==> src/rtl/pbl_pkg.sv <==
// Package for the page buffer pool frame table: constants, codes and payload types.
// Used by pbl_ctrl, pbl_dpath and page_buffer_pool_lru_unit.
package pbl_pkg;

  localparam int NUM_FRAMES = 16;
  localparam int FRAME_BITS = $clog2(NUM_FRAMES);
  localparam int PAGE_BITS  = 24;
  localparam int CNT_BITS   = $clog2(NUM_FRAMES + 1);

  localparam logic [2:0] CMD_PIN   = 3'd0;
  localparam logic [2:0] CMD_UNPIN = 3'd1;
  localparam logic [2:0] CMD_DIRTY = 3'd2;
  localparam logic [2:0] CMD_FORCE = 3'd3;
  localparam logic [2:0] CMD_FLUSH = 3'd4;

  localparam logic [1:0] KIND_ACK   = 2'd0;
  localparam logic [1:0] KIND_READ  = 2'd1;
  localparam logic [1:0] KIND_WRITE = 2'd2;

  localparam logic [1:0] ST_OK      = 2'd0;
  localparam logic [1:0] ST_PINNED  = 2'd1;
  localparam logic [1:0] ST_MISSING = 2'd2;

  typedef struct packed {
    logic [2:0]  command;
    logic [23:0] page_number;
  } in_item_t;

  typedef struct packed {
    logic [1:0]  request_kind;
    logic [3:0]  frame_index;
    logic [23:0] request_page;
    logic [1:0]  status;
    logic        hit;
    logic [31:0] read_count;
    logic [31:0] write_count;
    logic        last;
  } out_item_t;

  // Controller to datapath commands
  typedef enum logic [2:0] {
    OP_NONE,
    OP_LOAD,   // latch request, clear scan results
    OP_SCAN,   // examine frame at scan index
    OP_FLUSH,  // examine frame for flush, write back when dirty and unpinned
    OP_FINISH, // apply the command after a full scan, build result
    OP_VICTIM  // after write-back of victim, build read result
  } dp_op_t;

  typedef struct packed {
    dp_op_t                op;
    logic [FRAME_BITS-1:0] idx;
  } dp_cmd_t;

  typedef struct packed {
    logic [CNT_BITS-1:0] nframes; // active frame count
    logic [2:0]          command;
    logic                two_out; // finish produced a write-back with a read to follow
    logic                flush_emit;
    logic                any_flush;
  } dp_stat_t;

endpackage

==> src/rtl/pbl_dpath.sv <==
// Datapath of the frame table: frame registers, scan results, counters, result register.
// Depends on pbl_pkg.
module pbl_dpath (
  input  logic              clk,
  input  logic              rst_n,
  input  logic              cfg_we,
  input  logic [4:0]        cfg_wdata,
  input  pbl_pkg::in_item_t req,
  input  pbl_pkg::dp_cmd_t  cmd,
  output pbl_pkg::dp_stat_t stat,
  output pbl_pkg::out_item_t res
);
  import pbl_pkg::*;

  logic [PAGE_BITS-1:0] page_r [NUM_FRAMES];
  logic [NUM_FRAMES-1:0] valid_r, dirty_r;
  logic [7:0]  fix_r [NUM_FRAMES];
  logic [31:0] age_r [NUM_FRAMES];
  logic [31:0] stamp_r, reads_r, writes_r;
  logic [4:0]  fiu_r;

  in_item_t req_r;
  // scan results
  logic                  fnd_r, unp_r, any_r, emp_r, vic_r, anyf_r;
  logic [FRAME_BITS-1:0] fidx_r, uidx_r, eidx_r, vidx_r;
  logic [FRAME_BITS-1:0] lidx_r; // highest frame that flush will write back
  logic [31:0]           best_r;
  logic                  two_r, femit_r;
  out_item_t             res_r;

  logic [CNT_BITS-1:0] nf;
  logic [FRAME_BITS-1:0] i;
  logic match;

  always_comb begin
    if (fiu_r == 5'd0) nf = CNT_BITS'(1);
    else if (32'(fiu_r) > NUM_FRAMES) nf = CNT_BITS'(NUM_FRAMES);
    else nf = CNT_BITS'(fiu_r);
  end

  assign i = cmd.idx;
  assign match = valid_r[i] && page_r[i] == req_r.page_number;
  assign stat = '{nframes: nf, command: req_r.command, two_out: two_r,
                  flush_emit: femit_r, any_flush: anyf_r};
  assign res = res_r;

  // Build one result item
  function automatic out_item_t mk(logic [1:0] k, logic [FRAME_BITS-1:0] f,
                                   logic [23:0] p, logic [1:0] s, logic h,
                                   logic [31:0] rc, logic [31:0] wc, logic l);
    out_item_t o;
    o.request_kind = k; o.frame_index = 4'(f); o.request_page = p;
    o.status = s; o.hit = h; o.read_count = rc; o.write_count = wc; o.last = l;
    return o;
  endfunction

  always_ff @(posedge clk) begin
    if (!rst_n) begin
      valid_r <= '0; dirty_r <= '0;
      stamp_r <= '0; reads_r <= '0; writes_r <= '0; fiu_r <= 5'd16;
      for (int k = 0; k < NUM_FRAMES; k++) begin
        page_r[k] <= '0; fix_r[k] <= '0; age_r[k] <= '0;
      end
    end else begin
      if (cfg_we) fiu_r <= cfg_wdata;
      case (cmd.op)
        OP_LOAD: begin
          req_r <= req;
          fnd_r <= 1'b0; unp_r <= 1'b0; any_r <= 1'b0; emp_r <= 1'b0;
          vic_r <= 1'b0; anyf_r <= 1'b0; two_r <= 1'b0; femit_r <= 1'b0;
          if (req.command == CMD_PIN) stamp_r <= stamp_r + 32'd1;
        end
        OP_SCAN: begin
          if (match && !fnd_r) begin fnd_r <= 1'b1; fidx_r <= i; end
          if (match) any_r <= 1'b1;
          if (match && fix_r[i] != 8'd0 && !unp_r) begin unp_r <= 1'b1; uidx_r <= i; end
          if (!valid_r[i] && !emp_r) begin emp_r <= 1'b1; eidx_r <= i; end
          if (fix_r[i] == 8'd0 && (!vic_r || age_r[i] < best_r)) begin
            vic_r <= 1'b1; best_r <= age_r[i]; vidx_r <= i;
          end
          if (valid_r[i] && dirty_r[i] && fix_r[i] == 8'd0) lidx_r <= i;
        end
        OP_FLUSH: begin
          femit_r <= 1'b0;
          if (valid_r[i] && dirty_r[i] && fix_r[i] == 8'd0) begin
            dirty_r[i] <= 1'b0;
            writes_r <= writes_r + 32'd1;
            anyf_r <= 1'b1; femit_r <= 1'b1;
            res_r <= mk(KIND_WRITE, i, page_r[i], ST_OK, 1'b0,
                        reads_r, writes_r + 32'd1, i == lidx_r);
          end
        end
        OP_FINISH: begin
          two_r <= 1'b0;
          case (req_r.command)
            CMD_PIN: begin
              if (fnd_r) begin
                if (fix_r[fidx_r] != 8'hFF) fix_r[fidx_r] <= fix_r[fidx_r] + 8'd1;
                age_r[fidx_r] <= stamp_r;
                res_r <= mk(KIND_ACK, fidx_r, req_r.page_number, ST_OK, 1'b1,
                            reads_r, writes_r, 1'b1);
              end else if (emp_r) begin
                valid_r[eidx_r] <= 1'b1; page_r[eidx_r] <= req_r.page_number;
                dirty_r[eidx_r] <= 1'b0; fix_r[eidx_r] <= 8'd1;
                age_r[eidx_r] <= stamp_r; reads_r <= reads_r + 32'd1;
                res_r <= mk(KIND_READ, eidx_r, req_r.page_number, ST_OK, 1'b0,
                            reads_r + 32'd1, writes_r, 1'b1);
              end else if (!vic_r) begin
                res_r <= mk(KIND_ACK, '0, req_r.page_number, ST_PINNED, 1'b0,
                            reads_r, writes_r, 1'b1);
              end else if (dirty_r[vidx_r]) begin
                writes_r <= writes_r + 32'd1; two_r <= 1'b1;
                res_r <= mk(KIND_WRITE, vidx_r, page_r[vidx_r], ST_OK, 1'b0,
                            reads_r, writes_r + 32'd1, 1'b0);
              end else begin
                page_r[vidx_r] <= req_r.page_number; fix_r[vidx_r] <= 8'd1;
                age_r[vidx_r] <= stamp_r; reads_r <= reads_r + 32'd1;
                res_r <= mk(KIND_READ, vidx_r, req_r.page_number, ST_OK, 1'b0,
                            reads_r + 32'd1, writes_r, 1'b1);
              end
            end
            CMD_UNPIN: begin
              if (unp_r) begin
                fix_r[uidx_r] <= fix_r[uidx_r] - 8'd1;
                res_r <= mk(KIND_ACK, uidx_r, req_r.page_number, ST_OK, 1'b0,
                            reads_r, writes_r, 1'b1);
              end else
                res_r <= mk(KIND_ACK, '0, req_r.page_number,
                            any_r ? ST_OK : ST_MISSING, 1'b0, reads_r, writes_r, 1'b1);
            end
            CMD_DIRTY, CMD_FORCE: begin
              if (!fnd_r)
                res_r <= mk(KIND_ACK, '0, req_r.page_number, ST_MISSING, 1'b0,
                            reads_r, writes_r, 1'b1);
              else if (req_r.command == CMD_DIRTY) begin
                dirty_r[fidx_r] <= 1'b1;
                res_r <= mk(KIND_ACK, fidx_r, req_r.page_number, ST_OK, 1'b0,
                            reads_r, writes_r, 1'b1);
              end else if (dirty_r[fidx_r]) begin
                dirty_r[fidx_r] <= 1'b0; writes_r <= writes_r + 32'd1;
                res_r <= mk(KIND_WRITE, fidx_r, page_r[fidx_r], ST_OK, 1'b0,
                            reads_r, writes_r + 32'd1, 1'b1);
              end else
                res_r <= mk(KIND_ACK, fidx_r, req_r.page_number, ST_OK, 1'b0,
                            reads_r, writes_r, 1'b1);
            end
            default:
              res_r <= mk(KIND_ACK, '0, req_r.page_number, ST_OK, 1'b0,
                          reads_r, writes_r, 1'b1);
          endcase
        end
        OP_VICTIM: begin
          two_r <= 1'b0;
          page_r[vidx_r] <= req_r.page_number; dirty_r[vidx_r] <= 1'b0;
          fix_r[vidx_r] <= 8'd1; age_r[vidx_r] <= stamp_r;
          reads_r <= reads_r + 32'd1;
          res_r <= mk(KIND_READ, vidx_r, req_r.page_number, ST_OK, 1'b0,
                      reads_r + 32'd1, writes_r, 1'b1);
        end
        default: ;
      endcase
    end
  end

endmodule

==> src/rtl/pbl_ctrl.sv <==
// Controller of the frame table: sequences load, frame scan, finish and result transfers.
// Depends on pbl_pkg.
module pbl_ctrl (
  input  logic              clk,
  input  logic              rst_n,
  input  logic              in_valid,
  output logic              in_ready,
  output logic              out_valid,
  input  logic              out_ready,
  input  pbl_pkg::dp_stat_t stat,
  output pbl_pkg::dp_cmd_t  cmd
);
  import pbl_pkg::*;

  typedef enum logic [2:0] {
    S_IDLE, S_LOAD, S_SCAN, S_FIN, S_OUT, S_FLUSH, S_FOUT, S_TAIL
  } state_t;

  state_t state_r, state_nxt;
  logic [FRAME_BITS-1:0] idx_r, idx_nxt;
  logic ov_r, ov_nxt;
  logic ml_r, ml_nxt;
  logic [CNT_BITS-1:0] idx_ext;
  logic idx_end;

  assign idx_ext = CNT_BITS'(idx_r) + CNT_BITS'(1);
  assign idx_end = idx_ext >= stat.nframes;
  assign in_ready = state_r == S_IDLE;
  assign out_valid = ov_r;

  always_comb begin
    state_nxt = state_r; idx_nxt = idx_r; ov_nxt = ov_r; ml_nxt = ml_r;
    cmd.op = OP_NONE; cmd.idx = idx_r;
    case (state_r)
      S_IDLE: if (in_valid) begin
        cmd.op = OP_LOAD; idx_nxt = '0; state_nxt = S_LOAD;
      end
      S_LOAD: state_nxt = S_SCAN;
      // Walk active frames one per cycle; flush uses it to find its final write-back
      S_SCAN: begin
        cmd.op = OP_SCAN;
        if (idx_end) state_nxt = S_FIN;
        else idx_nxt = idx_r + FRAME_BITS'(1);
      end
      S_FIN: begin
        if (stat.command == CMD_FLUSH) begin
          idx_nxt = '0; state_nxt = S_FLUSH;
        end else begin
          cmd.op = OP_FINISH; ov_nxt = 1'b1; ml_nxt = 1'b0; state_nxt = S_OUT;
        end
      end
      S_OUT: if (out_ready) begin
        ov_nxt = 1'b0;
        if (stat.two_out) begin
          cmd.op = OP_VICTIM; ov_nxt = 1'b1;
        end else state_nxt = S_IDLE;
      end
      // Flush: visit frames one at a time through S_FLUSH and S_FOUT, hold on each write-back until transferred
      S_FLUSH: begin
        cmd.op = OP_FLUSH; state_nxt = S_FOUT;
        ml_nxt = idx_end;
      end
      S_FOUT: begin
        if (stat.flush_emit) begin
          ov_nxt = 1'b1;
          if (out_valid && out_ready) begin
            ov_nxt = 1'b0;
            if (ml_r) state_nxt = S_IDLE;
            else begin idx_nxt = idx_r + FRAME_BITS'(1); state_nxt = S_FLUSH; end
          end
        end else if (ml_r) begin
          if (stat.any_flush) state_nxt = S_IDLE;
          else begin cmd.op = OP_FINISH; ov_nxt = 1'b1; ml_nxt = 1'b0; state_nxt = S_OUT; end
        end else begin
          idx_nxt = idx_r + FRAME_BITS'(1); state_nxt = S_FLUSH;
        end
      end
      default: state_nxt = S_IDLE;
    endcase
  end

  always_ff @(posedge clk) begin
    if (!rst_n) begin
      state_r <= S_IDLE; idx_r <= '0; ov_r <= 1'b0; ml_r <= 1'b0;
    end else begin
      state_r <= state_nxt; idx_r <= idx_nxt; ov_r <= ov_nxt; ml_r <= ml_nxt;
    end
  end

endmodule

==> src/rtl/page_buffer_pool_lru_unit.sv <==
// Top level of the page buffer pool frame table with LRU replacement.
// Depends on pbl_pkg, pbl_ctrl and pbl_dpath.
//
// Requests enter on in_valid/in_ready with in_data (command, page number).
// Results leave on out_valid/out_ready as out_data; last marks the final
// result of a request. cfg_we with cfg_wdata sets the active frame count.
// A request is taken only when the previous one is fully delivered.
// Pin, unpin, mark dirty and force scan the active frames one per cycle,
// then the result is built and made valid; the active frame count is 16
// at reset; a dirty victim adds a write-back result before the read.
// Flush first scans the active frames to find its final write-back, then
// visits them one at a time, holding on each write-back until transferred.
// The serial frame scan sets the request rate.
// A stalled receiver holds the result and blocks the next request.
// Reset empties all frames, clears counters and sets the frame count to 16.
module page_buffer_pool_lru_unit (
  input  logic               clk,
  input  logic               rst_n,
  input  logic               in_valid,
  output logic               in_ready,
  input  pbl_pkg::in_item_t  in_data,
  output logic               out_valid,
  input  logic               out_ready,
  output pbl_pkg::out_item_t out_data,
  input  logic               cfg_we,
  input  logic [4:0]         cfg_wdata
);
  import pbl_pkg::*;

  dp_cmd_t   cmd;
  dp_stat_t  stat;
  out_item_t res;

  pbl_ctrl u_ctrl (
    .clk, .rst_n, .in_valid, .in_ready, .out_valid, .out_ready,
    .stat, .cmd
  );

  pbl_dpath u_dpath (
    .clk, .rst_n, .cfg_we, .cfg_wdata, .req(in_data), .cmd, .stat, .res
  );

  assign out_data = res;

endmodule

==> config.mk <==
export PLATFORM = sky130hd
export DESIGN_NAME = page_buffer_pool_lru_unit
export DESIGN_NICKNAME = d
export VERILOG_FILES = /design/src/rtl/pbl_pkg.sv /design/src/rtl/pbl_dpath.sv /design/src/rtl/pbl_ctrl.sv /design/src/rtl/page_buffer_pool_lru_unit.sv
export SDC_FILE = /design/constraint.sdc
export NUM_CORES = 2
export LEC_CHECK = 0
export BUFFER_PORTS_ARGS = -buffer_cell sky130_fd_sc_hd__buf_2
export CORE_AREA = 2 2 337 339
export CTS_BUF_LIST = sky130_fd_sc_hd__clkbuf_8
export CTS_CLUSTER_SIZE = 14
export DETAILED_ROUTE_END_ITERATION = 8
export DIE_AREA = 0 0 339 341
export PLACE_DENSITY = 0.89
export SKIP_LAST_GASP = 1
export SYNTH_ARGS = -nofsm -noshare
export SYNTH_HDL_FRONTEND = slang
export SYNTH_SLANG_ARGS = --single-unit
==> constraint.sdc <==
create_clock -name clk -period 10.6 [get_ports clk]
set_input_delay 0.53 -clock clk [delete_from_list [all_inputs] [get_ports clk]]
set_output_delay 0.53 -clock clk [all_outputs]
set_load 0.1 [all_outputs]
==> results.cfg <==
[detailed_routing]
wirelength_um = 215000
drtPass1Iterations = 7
wl_per_cell_um = 31.2
vias = 49676
drtIter0Drc = 8367
via_per_inst = 7.21
route.detailed.drc = 0
ant_nets = 0

[worst_setup_path]
critPathKind = flop to flop
start_kind = flop
reg2reg_depth = 11
crit_required_ps = 11100
crit_path_end_kind = flop
reg2reg_to = u_dpath.best_r[12]
crit_fanout = 38
cp.arrival_ps = 6760
reg2reg_setup_slack_ps = 4330

[placement]
dp_hpwl_um = 127000
portBuffers = 136
gp_congestion = 0.974

[sta]
max_slew_margin_pct = 1.85
fin_crit_sh_pct = 59.1
whs_ps = 100
period_needed_ps = 6270
skew_ps = 78.4
setup_tns_ps = 0
hold_violations = 0
rsz0062_at_grt = no
maxSlewViolCount = 0
worst_pin_slew_ps = 1450
fmax_ghz = 0.160
setup_viol = 0

[power]
combPwrFrac_pct = 10.1
p_int_uw = 8570
power.share.clock_pct = 36.1
sw_frac_of_total_pct = 26.5
power_frac_seq_pct = 53.8
p_switching_uw = 3090
peakVddDrop_mv = 0.138
leakage_uw = 0.0273
power_density_nw_per_um2 = 150

[layout]
areaGrowthSynthToFinish_pct = 8.94
drive_gt1_share_pct = 23.3
fillers = 6978
fin_nets = 5289

[grt]
grt_pass1_wl_um = 315000
grt_overflow_total = 0
grt_pass1_vias = 50582
antenna_found_initial = 10
grt_usage_pct = 36.9
grt_max_degree = 103

[die]
dieArea_um2 = 116000
die_h_um = 341
ios = 137
core_um2 = 112000
rows = 123
start_util_pct = 63.6
fp.dieW_um = 339

[clock_network]
cts_tree = built
clock_latency_ps = 910
worst_setup_hold_path_clk_slew_ps = 70
cts_hold_buffers = 38
ctsResizeCount = 0
postCtsSetupRepairBufs = 0
htree_levels = 4
cts_root_buf = clkbuf_8
clk_path_buf_depth = 3
cts_made_buffers = 209
cts_sinks = 1367

[outcome]
status = finished with violations
violations = max-capacitance violations

[synthesis]
synth-edff-count = 1209
yosysWarnings = 0
synthDistinctLibCells = 82
synth_cells = 5173
syn-num-nets = 5255
ys_seq_elements = 1367
synth_ff_type = edfxtp_1
ys_seq_area_share_pct = 55.5
avgSynthCellArea_um2 = 13.8
syn_area_um2 = 71200
postSynth.asyncResetShare_pct = 0

[min_path]
whs_path_depth = 4
hold_class = input port to flop
min_to = u_ctrl.out_valid
hp-start = out_ready

[flow_run]
cap_violations = 1
-- worst max-delay path, stage by stage (launching register included) --
cell	delay, ps
dfxtp_4	830
buf_4	720
mux4_2	600
mux4_2	520
ha_1	350
a21o_1	170
a21o_1	170
a211oi_1	400
o21ai_0	220
a41o_1	320
o41ai_1	440
o211a_2	1030
-- cell type report --
cell class	instances	area, um^2	share of cell area, %
repair buffers	270	1800	2.32
diodes	7	17.5	0.0226
clock buffers	230	3170	4.08
multi-input cells	3285	30100	38.8
clock inverters	154	796	1.03
well taps	1500	1880	2.42
inverters	74	282	0.363
flip-flops and latches	1367	39500	51.0
-- worst max path at each step --
stage,endpoint,cells after the start
finish,u_dpath.best_r[12],11
global route,u_dpath.best_r[12],11
CTS,u_dpath.vidx_r[3],11
detailed placement,u_dpath.best_r[19],11
global placement,u_dpath.best_r[19],11
floorplan,u_dpath.res[0],8
-- layer usage --
metal	up-vias	GRT usage [%]	wire [um]
li1	19753	-	-
met1	23907	45.3	66400
met2	4859	57.6	99500
met3	1153	11.5	33400
met4	4	23.1	15300
met5	-	0	34
-- stage by stage --
stage               instances  power, uW  setup WS (ps)  area [um^2]  utilization (%)
detailed placement       6458       7490           4470        73200             65.4
floorplan                5173       7100           3170        71200                -
finish                   6887      11700           4330        77500             69.3
global route             6881      11900           4130        77500             69.3
global placement         6458       7440           4630        73200             65.4
CTS                      6880      11600           4400        77500             69.3
-- placed cells by master (no fill, tap or decap), types with 89 or more instances in the layout --
cell	Yosys	final
edfxtp_1	1209	1209
and2_1	733	734
mux4_2	577	577
nor2_1	338	329
nand2_1	286	285
clkbuf_8	0	230
dfxtp_1	158	146
buf_2	51	135
inv_1	68	130
nor2b_1	102	101
a21oi_1	110	101
nor3_1	102	99
buf_4	4	95
mux2i_1	91	91
o21ai_0	100	89
-- state kept, by name, indices dropped and copies added, names as in the netlist, 3 cells and up, named ones only --
name              count
u_dpath.uidx_r        4
u_ctrl.state_r        3
u_dpath.fiu_r         5
u_dpath.res          98
u_dpath.stat          3
u_dpath.eidx_r        4
u_dpath.stamp_r      32
u_dpath.writes_r     32
u_ctrl.idx_r          4
u_dpath.lidx_r        4
u_dpath.best_r       32
u_dpath.fix_r       128
u_dpath.reads_r      32
u_dpath.fidx_r        4
u_dpath.age_r       512
u_dpath.req_r        24
u_dpath.vidx_r        4
u_dpath.valid_r      16
u_dpath.page_r      384
-- power groups by stage --
stage	logic, uW	registers (uW)	clock network, uW
3_3_place_gp	1100	6350	0
6_report	1180	6270	4210
4_1_cts	1140	6260	4190
2_1_floorplan	747	6350	0
3_5_place_dp	1130	6370	0
5_1_grt	1210	6280	4420
-- cells in the mapped netlist (51+ instances only) --
| library cell | n | share of area, % |
|---|---|---|
| a21oi_1 | 110 | 0.77 |
| a22oi_1 | 58 | 0.61 |
| and2_1 | 733 | 6.4 |
| and3_1 | 58 | 0.51 |
| buf_1 | 53 | 0.28 |
| buf_2 | 51 | 0.36 |
| clkbuf_1 | 338 | 1.8 |
| dfxtp_1 | 158 | 4.4 |
| edfxtp_1 | 1209 | 51 |
| inv_1 | 68 | 0.36 |
| mux2i_1 | 91 | 1.3 |
| mux4_2 | 577 | 18 |
| nand2_1 | 286 | 1.5 |
| nand3_1 | 68 | 0.48 |
| nor2_1 | 338 | 1.8 |
| nor2b_1 | 102 | 0.90 |
| nor3_1 | 102 | 0.72 |
| nor4_1 | 51 | 0.45 |
| o21ai_0 | 100 | 0.70 |
| xnor2_1 | 87 | 1.1 |
| xor2_1 | 55 | 0.68 |
-- kinds of logic after synthesis --
| group | Yosys count | share of synthesized area, % |
|---|---|---|
| flip-flops | 1367 | 55.5 |
| XOR/XNOR | 142 | 1.75 |
| buffers and inverters | 521 | 2.86 |
| adder cells (fa/ha/maj) | 45 | 0.791 |
| AND/OR/NAND/NOR | 1920 | 14.5 |
| multiplexers | 710 | 20.2 |
| AO/OA/AOI/OAI | 468 | 4.41 |
Power figures use the tool's default switching activity.
